[src/hw/rtl/btq_pkg.sv]
// Shared types and constants of the bitmap text quad generator.
`timescale 1ns / 1ps

package btq_pkg;

  // Character codes
  localparam logic [7:0] CodeNewline  = 8'd10;
  localparam logic [7:0] CodeFirst    = 8'd32;
  localparam logic [7:0] CodeLast     = 8'd126;
  localparam logic [7:0] CodeQuestion = 8'd63;

  // Saturation limits
  localparam logic [19:0] PosMax    = 20'hFFFFF;
  localparam logic [16:0] TexOne    = 17'h10000;
  localparam logic [15:0] CountMax  = 16'hFFFF;

  // Configuration register indexes
  typedef enum logic [2:0] {
    REG_ATLAS_COLUMNS = 3'd0,
    REG_U_STEP        = 3'd1,
    REG_V_STEP        = 3'd2,
    REG_GLYPH_WIDTH   = 3'd3,
    REG_GLYPH_HEIGHT  = 3'd4,
    REG_PEN_ADVANCE   = 3'd5
  } btq_reg_e;

  typedef struct packed {
    logic [7:0]  atlas_columns;
    logic [16:0] u_step;
    logic [16:0] v_step;
    logic [11:0] glyph_width;
    logic [11:0] glyph_height;
    logic [15:0] pen_advance;
  } btq_cfg_t;

  typedef struct packed {
    logic [7:0] char_code;
    logic       start_of_text;
  } btq_in_t;

  typedef struct packed {
    logic [19:0] pos_x;
    logic [19:0] pos_y;
    logic [16:0] tex_u;
    logic [16:0] tex_v;
    logic [1:0]  corner;
    logic [15:0] quad_number;
    logic        last_of_glyph;
  } btq_out_t;

  // Classified character handed from the front to the back
  typedef struct packed {
    logic       newline;
    logic       start;
    logic [6:0] col;
    logic [6:0] row;
  } btq_job_t;

endpackage

[src/hw/rtl/btq_front.sv]
// Front end: accepts characters, maps them to atlas cells, splits column and row.
`timescale 1ns / 1ps

module btq_front (
  input  logic               clk_i,
  input  logic               rst_ni,
  input  logic [7:0]         cols_i,
  input  logic               in_valid_i,
  output logic               in_ready_o,
  input  btq_pkg::btq_in_t   in_data_i,
  output logic               job_valid_o,
  input  logic               job_ready_i,
  output btq_pkg::btq_job_t  job_o
);
  import btq_pkg::*;

  typedef enum logic [2:0] {
    FS_IDLE = 3'b001,
    FS_DIV  = 3'b010,
    FS_PUSH = 3'b100
  } fs_state_e;

  fs_state_e  state_q, state_d;
  logic [1:0] cnt_q, cnt_d;
  logic [7:0] dvd_q, dvd_d;   // dividend, quotient shifts in from the bottom
  logic [7:0] rem_q, rem_d;
  logic       nl_q, nl_d;
  logic       start_q, start_d;
  logic [7:0] cols_eff;
  logic [7:0] idx;
  logic [8:0] step_a, step_b;
  logic [7:0] code;

  // One restoring division step: {quotient bit, new remainder}
  function automatic logic [8:0] div_step(input logic [7:0] rem, input logic din,
                                          input logic [7:0] d);
    logic [8:0] trial;
    trial = {rem, din};
    if (trial >= {1'b0, d}) begin
      div_step = {1'b1, 8'(trial - {1'b0, d})};
    end else begin
      div_step = {1'b0, trial[7:0]};
    end
  endfunction

  assign code     = in_data_i.char_code;
  assign cols_eff = (cols_i == 8'd0) ? 8'd1 : cols_i;

  // Unprintable bytes draw as the question mark cell
  always_comb begin
    if (code < CodeFirst || code > CodeLast) begin
      idx = CodeQuestion - CodeFirst;
    end else begin
      idx = code - CodeFirst;
    end
  end

  // Two division steps per cycle
  assign step_a = div_step(rem_q, dvd_q[7], cols_eff);
  assign step_b = div_step(step_a[7:0], dvd_q[6], cols_eff);

  always_comb begin
    state_d = state_q;
    cnt_d   = cnt_q;
    dvd_d   = dvd_q;
    rem_d   = rem_q;
    nl_d    = nl_q;
    start_d = start_q;
    unique case (state_q)
      FS_IDLE: begin
        if (in_valid_i) begin
          nl_d    = (code == CodeNewline);
          start_d = in_data_i.start_of_text;
          dvd_d   = idx;
          rem_d   = 8'd0;
          cnt_d   = 2'd0;
          state_d = (code == CodeNewline) ? FS_PUSH : FS_DIV;
        end
      end
      FS_DIV: begin
        dvd_d = {dvd_q[5:0], step_a[8], step_b[8]};
        rem_d = step_b[7:0];
        cnt_d = cnt_q + 2'd1;
        if (cnt_q == 2'd3) begin
          state_d = FS_PUSH;
        end
      end
      FS_PUSH: begin
        if (job_ready_i) begin
          state_d = FS_IDLE;
        end
      end
      default: state_d = FS_IDLE;
    endcase
  end

  always_ff @(posedge clk_i or negedge rst_ni) begin
    if (!rst_ni) begin
      state_q <= FS_IDLE;
      cnt_q   <= 2'd0;
    end else begin
      state_q <= state_d;
      cnt_q   <= cnt_d;
    end
  end

  always_ff @(posedge clk_i) begin
    dvd_q   <= dvd_d;
    rem_q   <= rem_d;
    nl_q    <= nl_d;
    start_q <= start_d;
  end

  assign in_ready_o    = (state_q == FS_IDLE);
  assign job_valid_o   = (state_q == FS_PUSH);
  assign job_o.newline = nl_q;
  assign job_o.start   = start_q;
  assign job_o.col     = rem_q[6:0];
  assign job_o.row     = dvd_q[6:0];

endmodule

[src/hw/rtl/btq_fifo.sv]
// Small job queue between the front and back ends.
`timescale 1ns / 1ps

module btq_fifo #(
  parameter int unsigned Depth = 4
) (
  input  logic               clk_i,
  input  logic               rst_ni,
  input  logic               push_valid_i,
  output logic               push_ready_o,
  input  btq_pkg::btq_job_t  push_data_i,
  output logic               pop_valid_o,
  input  logic               pop_ready_i,
  output btq_pkg::btq_job_t  pop_data_o
);
  import btq_pkg::*;

  localparam int unsigned PtrW = (Depth > 1) ? $clog2(Depth) : 1;
  localparam int unsigned CntW = $clog2(Depth + 1);
  localparam logic [PtrW-1:0] PtrLast = PtrW'(Depth - 1);
  localparam logic [CntW-1:0] CntFull = CntW'(Depth);

  btq_job_t        mem_q [Depth];
  logic [PtrW-1:0] wr_ptr_q, wr_ptr_d;
  logic [PtrW-1:0] rd_ptr_q, rd_ptr_d;
  logic [CntW-1:0] cnt_q, cnt_d;
  logic            do_push, do_pop;

  assign push_ready_o = (cnt_q != CntFull);
  assign pop_valid_o  = (cnt_q != '0);
  assign do_push      = push_valid_i && push_ready_o;
  assign do_pop       = pop_valid_o && pop_ready_i;
  assign pop_data_o   = mem_q[rd_ptr_q];

  // Pointer and fill tracking
  always_comb begin
    wr_ptr_d = wr_ptr_q;
    rd_ptr_d = rd_ptr_q;
    cnt_d    = cnt_q;
    if (do_push) begin
      wr_ptr_d = (wr_ptr_q == PtrLast) ? '0 : wr_ptr_q + 1'b1;
    end
    if (do_pop) begin
      rd_ptr_d = (rd_ptr_q == PtrLast) ? '0 : rd_ptr_q + 1'b1;
    end
    if (do_push && !do_pop) begin
      cnt_d = cnt_q + 1'b1;
    end else if (do_pop && !do_push) begin
      cnt_d = cnt_q - 1'b1;
    end
  end

  always_ff @(posedge clk_i or negedge rst_ni) begin
    if (!rst_ni) begin
      wr_ptr_q <= '0;
      rd_ptr_q <= '0;
      cnt_q    <= '0;
    end else begin
      wr_ptr_q <= wr_ptr_d;
      rd_ptr_q <= rd_ptr_d;
      cnt_q    <= cnt_d;
    end
  end

  always_ff @(posedge clk_i) begin
    if (do_push) begin
      mem_q[wr_ptr_q] <= push_data_i;
    end
  end

endmodule

[src/hw/rtl/btq_back.sv]
// Back end: keeps the pen, computes quad corners and sends four vertices per glyph.
`timescale 1ns / 1ps

module btq_back (
  input  logic               clk_i,
  input  logic               rst_ni,
  input  btq_pkg::btq_cfg_t  cfg_i,
  input  logic               job_valid_i,
  output logic               job_ready_o,
  input  btq_pkg::btq_job_t  job_i,
  output logic               out_valid_o,
  input  logic               out_ready_i,
  output btq_pkg::btq_out_t  out_data_o
);
  import btq_pkg::*;

  typedef enum logic [2:0] {
    BS_IDLE = 3'b001,
    BS_MUL  = 3'b010,
    BS_EMIT = 3'b100
  } bs_state_e;

  localparam logic [1:0] CornerLast = 2'd3;

  bs_state_e   state_q, state_d;
  logic [19:0] pen_x_q, pen_x_d;
  logic [19:0] pen_y_q, pen_y_d;
  logic [15:0] qc_q, qc_d;
  logic [1:0]  corner_q, corner_d;

  // Glyph payload registers
  logic [19:0] x0_q, x1_q, y0_q, y1_q;
  logic [15:0] qn_q;
  logic [6:0]  col_q, row_q;
  logic [16:0] u0_q, u1_q, v0_q, v1_q;

  logic [19:0] base_x, base_y;
  logic [15:0] base_qc;
  logic [19:0] x1_sum, y1_sum, adv_sum;
  logic        pop;

  function automatic logic [19:0] sat_pos(input logic [20:0] v);
    sat_pos = v[20] ? PosMax : v[19:0];
  endfunction

  function automatic logic [16:0] sat_tex(input logic [24:0] v);
    sat_tex = (v > 25'(TexOne)) ? TexOne : v[16:0];
  endfunction

  // Pen as seen by the popped job, after an optional start reset
  assign base_x  = job_i.start ? '0 : pen_x_q;
  assign base_y  = job_i.start ? '0 : pen_y_q;
  assign base_qc = job_i.start ? '0 : qc_q;
  assign x1_sum  = sat_pos({1'b0, base_x} + 21'({cfg_i.glyph_width, 4'b0000}));
  assign y1_sum  = sat_pos({1'b0, base_y} + 21'({cfg_i.glyph_height, 4'b0000}));
  assign adv_sum = sat_pos({1'b0, base_x} + 21'(cfg_i.pen_advance));

  assign job_ready_o = (state_q == BS_IDLE);
  assign pop         = job_valid_i && job_ready_o;

  always_comb begin
    state_d  = state_q;
    pen_x_d  = pen_x_q;
    pen_y_d  = pen_y_q;
    qc_d     = qc_q;
    corner_d = corner_q;
    unique case (state_q)
      BS_IDLE: begin
        if (pop) begin
          if (job_i.newline) begin
            pen_x_d = '0;
            pen_y_d = y1_sum;
            qc_d    = base_qc;
          end else begin
            pen_x_d = adv_sum;
            pen_y_d = base_y;
            qc_d    = (base_qc == CountMax) ? base_qc : base_qc + 16'd1;
            state_d = BS_MUL;
          end
        end
      end
      BS_MUL: begin
        corner_d = '0;
        state_d  = BS_EMIT;
      end
      BS_EMIT: begin
        if (out_ready_i) begin
          corner_d = corner_q + 2'd1;
          if (corner_q == CornerLast) begin
            state_d = BS_IDLE;
          end
        end
      end
      default: state_d = BS_IDLE;
    endcase
  end

  always_ff @(posedge clk_i or negedge rst_ni) begin
    if (!rst_ni) begin
      state_q  <= BS_IDLE;
      pen_x_q  <= '0;
      pen_y_q  <= '0;
      qc_q     <= '0;
      corner_q <= '0;
    end else begin
      state_q  <= state_d;
      pen_x_q  <= pen_x_d;
      pen_y_q  <= pen_y_d;
      qc_q     <= qc_d;
      corner_q <= corner_d;
    end
  end

  // Latch glyph geometry at pop
  always_ff @(posedge clk_i) begin
    if (pop && !job_i.newline) begin
      x0_q  <= base_x;
      x1_q  <= x1_sum;
      y0_q  <= base_y;
      y1_q  <= y1_sum;
      qn_q  <= base_qc;
      col_q <= job_i.col;
      row_q <= job_i.row;
    end
  end

  // Texture edges: one multiply each, saturated at 1.0
  always_ff @(posedge clk_i) begin
    if (state_q == BS_MUL) begin
      u0_q <= sat_tex(25'({1'b0, col_q} * cfg_i.u_step));
      u1_q <= sat_tex(25'(({1'b0, col_q} + 8'd1) * cfg_i.u_step));
      v0_q <= sat_tex(25'({1'b0, row_q} * cfg_i.v_step));
      v1_q <= sat_tex(25'(({1'b0, row_q} + 8'd1) * cfg_i.v_step));
    end
  end

  // Vertex select: right for corners 1 and 2, bottom for corners 2 and 3
  logic right, bottom;
  assign right  = (corner_q == 2'd1) || (corner_q == 2'd2);
  assign bottom = corner_q[1];

  assign out_valid_o              = (state_q == BS_EMIT);
  assign out_data_o.pos_x         = right ? x1_q : x0_q;
  assign out_data_o.pos_y         = bottom ? y1_q : y0_q;
  assign out_data_o.tex_u         = right ? u1_q : u0_q;
  assign out_data_o.tex_v         = bottom ? v1_q : v0_q;
  assign out_data_o.corner        = corner_q;
  assign out_data_o.quad_number   = qn_q;
  assign out_data_o.last_of_glyph = (corner_q == CornerLast);

endmodule

[src/hw/rtl/bitmap_text_quad_generator_unit.sv]
// Top level of the bitmap text quad generator: registers, front, queue, back.
`timescale 1ns / 1ps

// One character per input item. A printable glyph yields four vertex items
// (corners 0..3, last_of_glyph on corner 3); a newline yields none and only
// moves the pen. The front end maps the byte to an atlas cell and splits it
// into column and row with a two-bit-per-cycle divider; the back end takes a
// job, runs the texture multiplies and then sends one vertex per cycle when
// the output is not stalled. The job queue between them lets the divider
// work on the next character while vertices are still going out. Registers
// are written through cfg_we_i/cfg_idx_i/cfg_wdata_i and should only change
// while the block is idle; indexes beyond the list are ignored.
module bitmap_text_quad_generator_unit #(
  parameter int unsigned QueueDepth = 4
) (
  input  logic               clk_i,
  input  logic               rst_ni,
  input  logic               cfg_we_i,
  input  logic [2:0]         cfg_idx_i,
  input  logic [16:0]        cfg_wdata_i,
  input  logic               in_valid_i,
  output logic               in_ready_o,
  input  btq_pkg::btq_in_t   in_data_i,
  output logic               out_valid_o,
  input  logic               out_ready_i,
  output btq_pkg::btq_out_t  out_data_o
);
  import btq_pkg::*;

  btq_cfg_t cfg_q;
  btq_job_t front_job, back_job;
  logic     front_valid, front_ready;
  logic     back_valid, back_ready;

  // Configuration registers
  always_ff @(posedge clk_i or negedge rst_ni) begin
    if (!rst_ni) begin
      cfg_q.atlas_columns <= 8'd16;
      cfg_q.u_step        <= 17'd4096;
      cfg_q.v_step        <= 17'd4096;
      cfg_q.glyph_width   <= 12'd8;
      cfg_q.glyph_height  <= 12'd8;
      cfg_q.pen_advance   <= 16'd144;
    end else if (cfg_we_i) begin
      unique case (btq_reg_e'(cfg_idx_i))
        REG_ATLAS_COLUMNS: cfg_q.atlas_columns <= cfg_wdata_i[7:0];
        REG_U_STEP:        cfg_q.u_step        <= cfg_wdata_i;
        REG_V_STEP:        cfg_q.v_step        <= cfg_wdata_i;
        REG_GLYPH_WIDTH:   cfg_q.glyph_width   <= cfg_wdata_i[11:0];
        REG_GLYPH_HEIGHT:  cfg_q.glyph_height  <= cfg_wdata_i[11:0];
        REG_PEN_ADVANCE:   cfg_q.pen_advance   <= cfg_wdata_i[15:0];
        default: ;
      endcase
    end
  end

  btq_front u_front (
    .clk_i       (clk_i),
    .rst_ni      (rst_ni),
    .cols_i      (cfg_q.atlas_columns),
    .in_valid_i  (in_valid_i),
    .in_ready_o  (in_ready_o),
    .in_data_i   (in_data_i),
    .job_valid_o (front_valid),
    .job_ready_i (front_ready),
    .job_o       (front_job)
  );

  btq_fifo #(
    .Depth (QueueDepth)
  ) u_fifo (
    .clk_i        (clk_i),
    .rst_ni       (rst_ni),
    .push_valid_i (front_valid),
    .push_ready_o (front_ready),
    .push_data_i  (front_job),
    .pop_valid_o  (back_valid),
    .pop_ready_i  (back_ready),
    .pop_data_o   (back_job)
  );

  btq_back u_back (
    .clk_i       (clk_i),
    .rst_ni      (rst_ni),
    .cfg_i       (cfg_q),
    .job_valid_i (back_valid),
    .job_ready_o (back_ready),
    .job_i       (back_job),
    .out_valid_o (out_valid_o),
    .out_ready_i (out_ready_i),
    .out_data_o  (out_data_o)
  );

endmodule

[config.mk]
export PLATFORM = sky130hd
export DESIGN_NAME = bitmap_text_quad_generator_unit
export DESIGN_NICKNAME = d
export VERILOG_FILES = /design/src/hw/rtl/btq_pkg.sv /design/src/hw/rtl/btq_front.sv /design/src/hw/rtl/btq_fifo.sv /design/src/hw/rtl/btq_back.sv /design/src/hw/rtl/bitmap_text_quad_generator_unit.sv
export SDC_FILE = /design/constraint.sdc
export NUM_CORES = 2
export LEC_CHECK = 0
export BUFFER_PORTS_ARGS = -buffer_cell sky130_fd_sc_hd__buf_2
export CAP_MARGIN = 20
export CORE_MARGIN = 2
export CORE_UTILIZATION = 60
export CTS_CLUSTER_DIAMETER = 150
export DETAILED_ROUTE_END_ITERATION = 10
export PLACE_DENSITY = 0.84
export SETUP_SLACK_MARGIN = 0.02
export SLEW_MARGIN = 15
export SYNTH_ARGS = -nofsm -noshare
export SYNTH_HDL_FRONTEND = slang
export SYNTH_SLANG_ARGS = --single-unit
[constraint.sdc]
create_clock -name clk_i -period 16.74 [get_ports clk_i]
set_clock_uncertainty 0.05 [all_clocks]
set_input_delay 1.674 -clock clk_i [delete_from_list [all_inputs] [get_ports clk_i]]
set_output_delay 1.674 -clock clk_i [all_outputs]
set_load 0.01 [all_outputs]
==> results_dict.tcl <==
set metrics [dict create \
    numCtsBuffers 44 \
    ys.flop_type "edfxtp_1" \
    outcome "complete, no violations" \
    die_x_um 251 \
    antenna_left 0 \
    cts_root_buffer "clkbuf_16" \
    grt_pass1_vias 27176 \
    layout_common_cells "415 x nand2_1, 383 x inv_1, 334 x fa_1" \
    worst_setup_path_end_kind "flop" \
    first_pass_iters 6 \
    routed_wl_um 86400 \
    syn_area_um2 36500 \
    synth_top_cell_by_area "edfxtp_1" \
    cts_resized 0 \
    grt_usage_pct 27.8 \
    slew_headroom_pct 25.9 \
    place_hpwl_um 61800 \
    yosys-top-cells-area "edfxtp_1 21%, fa_1 18%, dfrtp_1 10%" \
    finalSetupViolations 0 \
    grt_max_degree 80 \
    cts_setup_buffers 0 \
    grt_pass1_wl_um 141000 \
    io_pins 129 \
    rows 90 \
    syn_nets 4175 \
    cts_tree "done" \
    synth_cells 3565 \
    area_delta_synth_final_pct 7.66 \
    crit_type "flop to flop" \
    coreArea_um2 60200 \
    maxCapViolCount 0 \
    vias 26737 \
    worst_pin_slew_ps 1110 \
    nets 4221 \
    synth.top_cell.area_share_pct 21.4 \
    synth_seq_cells 415 \
    hold_viol 0 \
    finalCritPeriodShare_pct 46.4 \
    avgSynthCellArea_um2 10.2 \
    overflow 0 \
    async_flop_share_pct 37.3 \
    crit_fanout 20 \
    clock.fmax_mhz 129 \
    dieArea_um2 62800 \
    cp.arrival_ps 8010 \
    start_util_pct 60.5 \
    ys_seq_area_share_pct 32.1 \
    drc 0 \
    hold_path_class "flop to flop" \
    die_h_um 251 \
    place.port_buffers 128 \
    layout_commonest_cell "nand2_1" \
    finalWeightedCongestion 0.924 \
    ctsHoldBuffers 0 \
    cts_sinks 415 \
    drive_above_1_share_pct 12.2 \
    drv_slew 0 \
    antenna_found_initial 3 \
    rsz0062_at_grt "no" \
    routedWlPerCell_um 19.5 \
    insertion_delay_ps 620 \
    htreeDepth 2 \
    crit_required_ps 16980 \
    cts_buffer_depth 3 \
    ys.warnings.count 0 \
    ys_types 90 \
    worstSetupStartpointType "flop" \
    vias_per_cell 6.04 \
    finalCriticalPeriod_ps 7770 \
    clk_pin_slew_worst_paths_ps 60 \
    synth_edf_count 260 \
    drt_iter0_markers 2441 \
    timing.setup.tns_ps 0 \
]
path summary, 6_finish.rpt:
path / from / slack (ps) / depth (start not counted) / to
hold reg to reg: u_back.pen_x_q[2]$_DFFE_PN0P_ / 410 / 2 / u_back.pen_x_q[2]$_DFFE_PN0P_
setup / recovery: u_back.row_q[1]$_DFFE_PP_ / 8970 / 19 / u_back.v1_q[16]$_SDFFCE_PN1P_
max in group asynchronous: rst_ni / 14310 / 3 / u_front.state_q[0]$_DFFE_PN1P_
setup reg to reg: u_back.row_q[1]$_DFFE_PP_ / 8970 / 19 / u_back.v1_q[16]$_SDFFCE_PN1P_
min in group asynchronous: rst_ni / 1030 / 1 / u_front.cnt_q[1]$_DFFE_PN0P_
hold / removal: u_back.pen_x_q[2]$_DFFE_PN0P_ / 410 / 2 / u_back.pen_x_q[2]$_DFFE_PN0P_
sequential cells by signal, summed over array words and instances (netlist names), 17 cells and up:
signal,count
u_back.u1_q,17
u_back.x1_q,20
u_back.y0_q,20
u_back.u0_q,17
u_back.pen_x_q,20
u_back.v0_q,17
u_fifo.mem_q,64
u_back.v1_q,17
u_back.pen_y_q,20
u_back.x0_q,20
cfg_q,82
u_back.y1_q,20
kinds of logic after synthesis:
family / after synthesis / synth area share (%)
AO/OA/AOI/OAI: 532 / 9.75
multiplexers: 179 / 5.96
adder cells (fa/ha/maj): 576 / 26.6
AND/OR/NAND/NOR: 1205 / 17.1
XOR/XNOR: 113 / 2.71
flip-flops: 415 / 32.1
buffers and inverters: 545 / 5.71
final cells by class:
class                           count  area [um2]
Multi-Input combinational cell   2605       22700
Fill cell                        4468       21000
Inverter                          385        1450
Timing Repair Buffer              160         927
Antenna cell                        1        2.50
Clock buffer                       55        1240
Tap cell                          782         978
Sequential cell                   415       11700
Clock inverter                     27         246
critical path, cell delays in order (launching register included):
cell and delay [ps]:
edfxtp_1 760, ha_1 330, nand3_1 140, xnor2_1 670
buf_4 290, nand2_1 90, fa_1 560, fa_1 440
fa_1 530, fa_1 540, inv_1 40, ha_1 400
a21o_1 220, a21o_1 180, a211o_1 330, a2111oi_0 430
a211o_1 160, nand3_1 60, or4_1 810, or3_1 420
synth_stat cells (9+ instances only):
library cell  instances
inv_1               384
and2_1              218
buf_1                10
nor2b_1             114
xnor2_1              58
o21a_1               28
mux2_2              154
dfrtp_1             146
fa_1                334
clkbuf_1            136
nand3_1              61
xor2_1               55
buf_2                11
and3_1               22
o21bai_1             17
a22o_1               11
nor3b_1              26
ha_1                242
nand4_1              26
nor4_1               17
nor3_1               74
o21ai_0             128
nand2_1             415
or3_1                15
dfstp_2               9
o31ai_1              13
o2111ai_1             9
nor4b_1              19
o211ai_1             19
nand2b_1             57
mux2i_1              10
a211o_1              12
edfxtp_1            260
nor2_1              100
a21oi_1             118
a21o_1               43
a31oi_1              15
mux4_2               15
a211oi_1             28
metal layers:
metal  vias up  routed length (um)  global-route usage [%]
met1     13194               35800                    37.1
met4         4                3050                    10.4
met3       223                6370                    4.58
li1      12241                   -                       -
met2      1075               41200                    46.0
met5         -                  28                       0
stage by stage:
stage / instance area [um2] / instances / hold WS [ps] / setup WS (ps) / util (%)
2_1_floorplan: 36500 / 3565 / 381 / 9450 / -
3_3_place_gp: 37700 / 4344 / 391 / 9380 / 62.5
3_5_place_dp: 37700 / 4344 / 399 / 9180 / 62.5
4_1_cts: 39200 / 4426 / 412 / 9080 / 65.0
5_1_grt: 39200 / 4429 / 434 / 8640 / 65.1
6_report: 39300 / 4430 / 413 / 8970 / 65.2
Power is not shown: default switching activity piles up to over one toggle a cycle in this logic, so the estimate is an artifact.
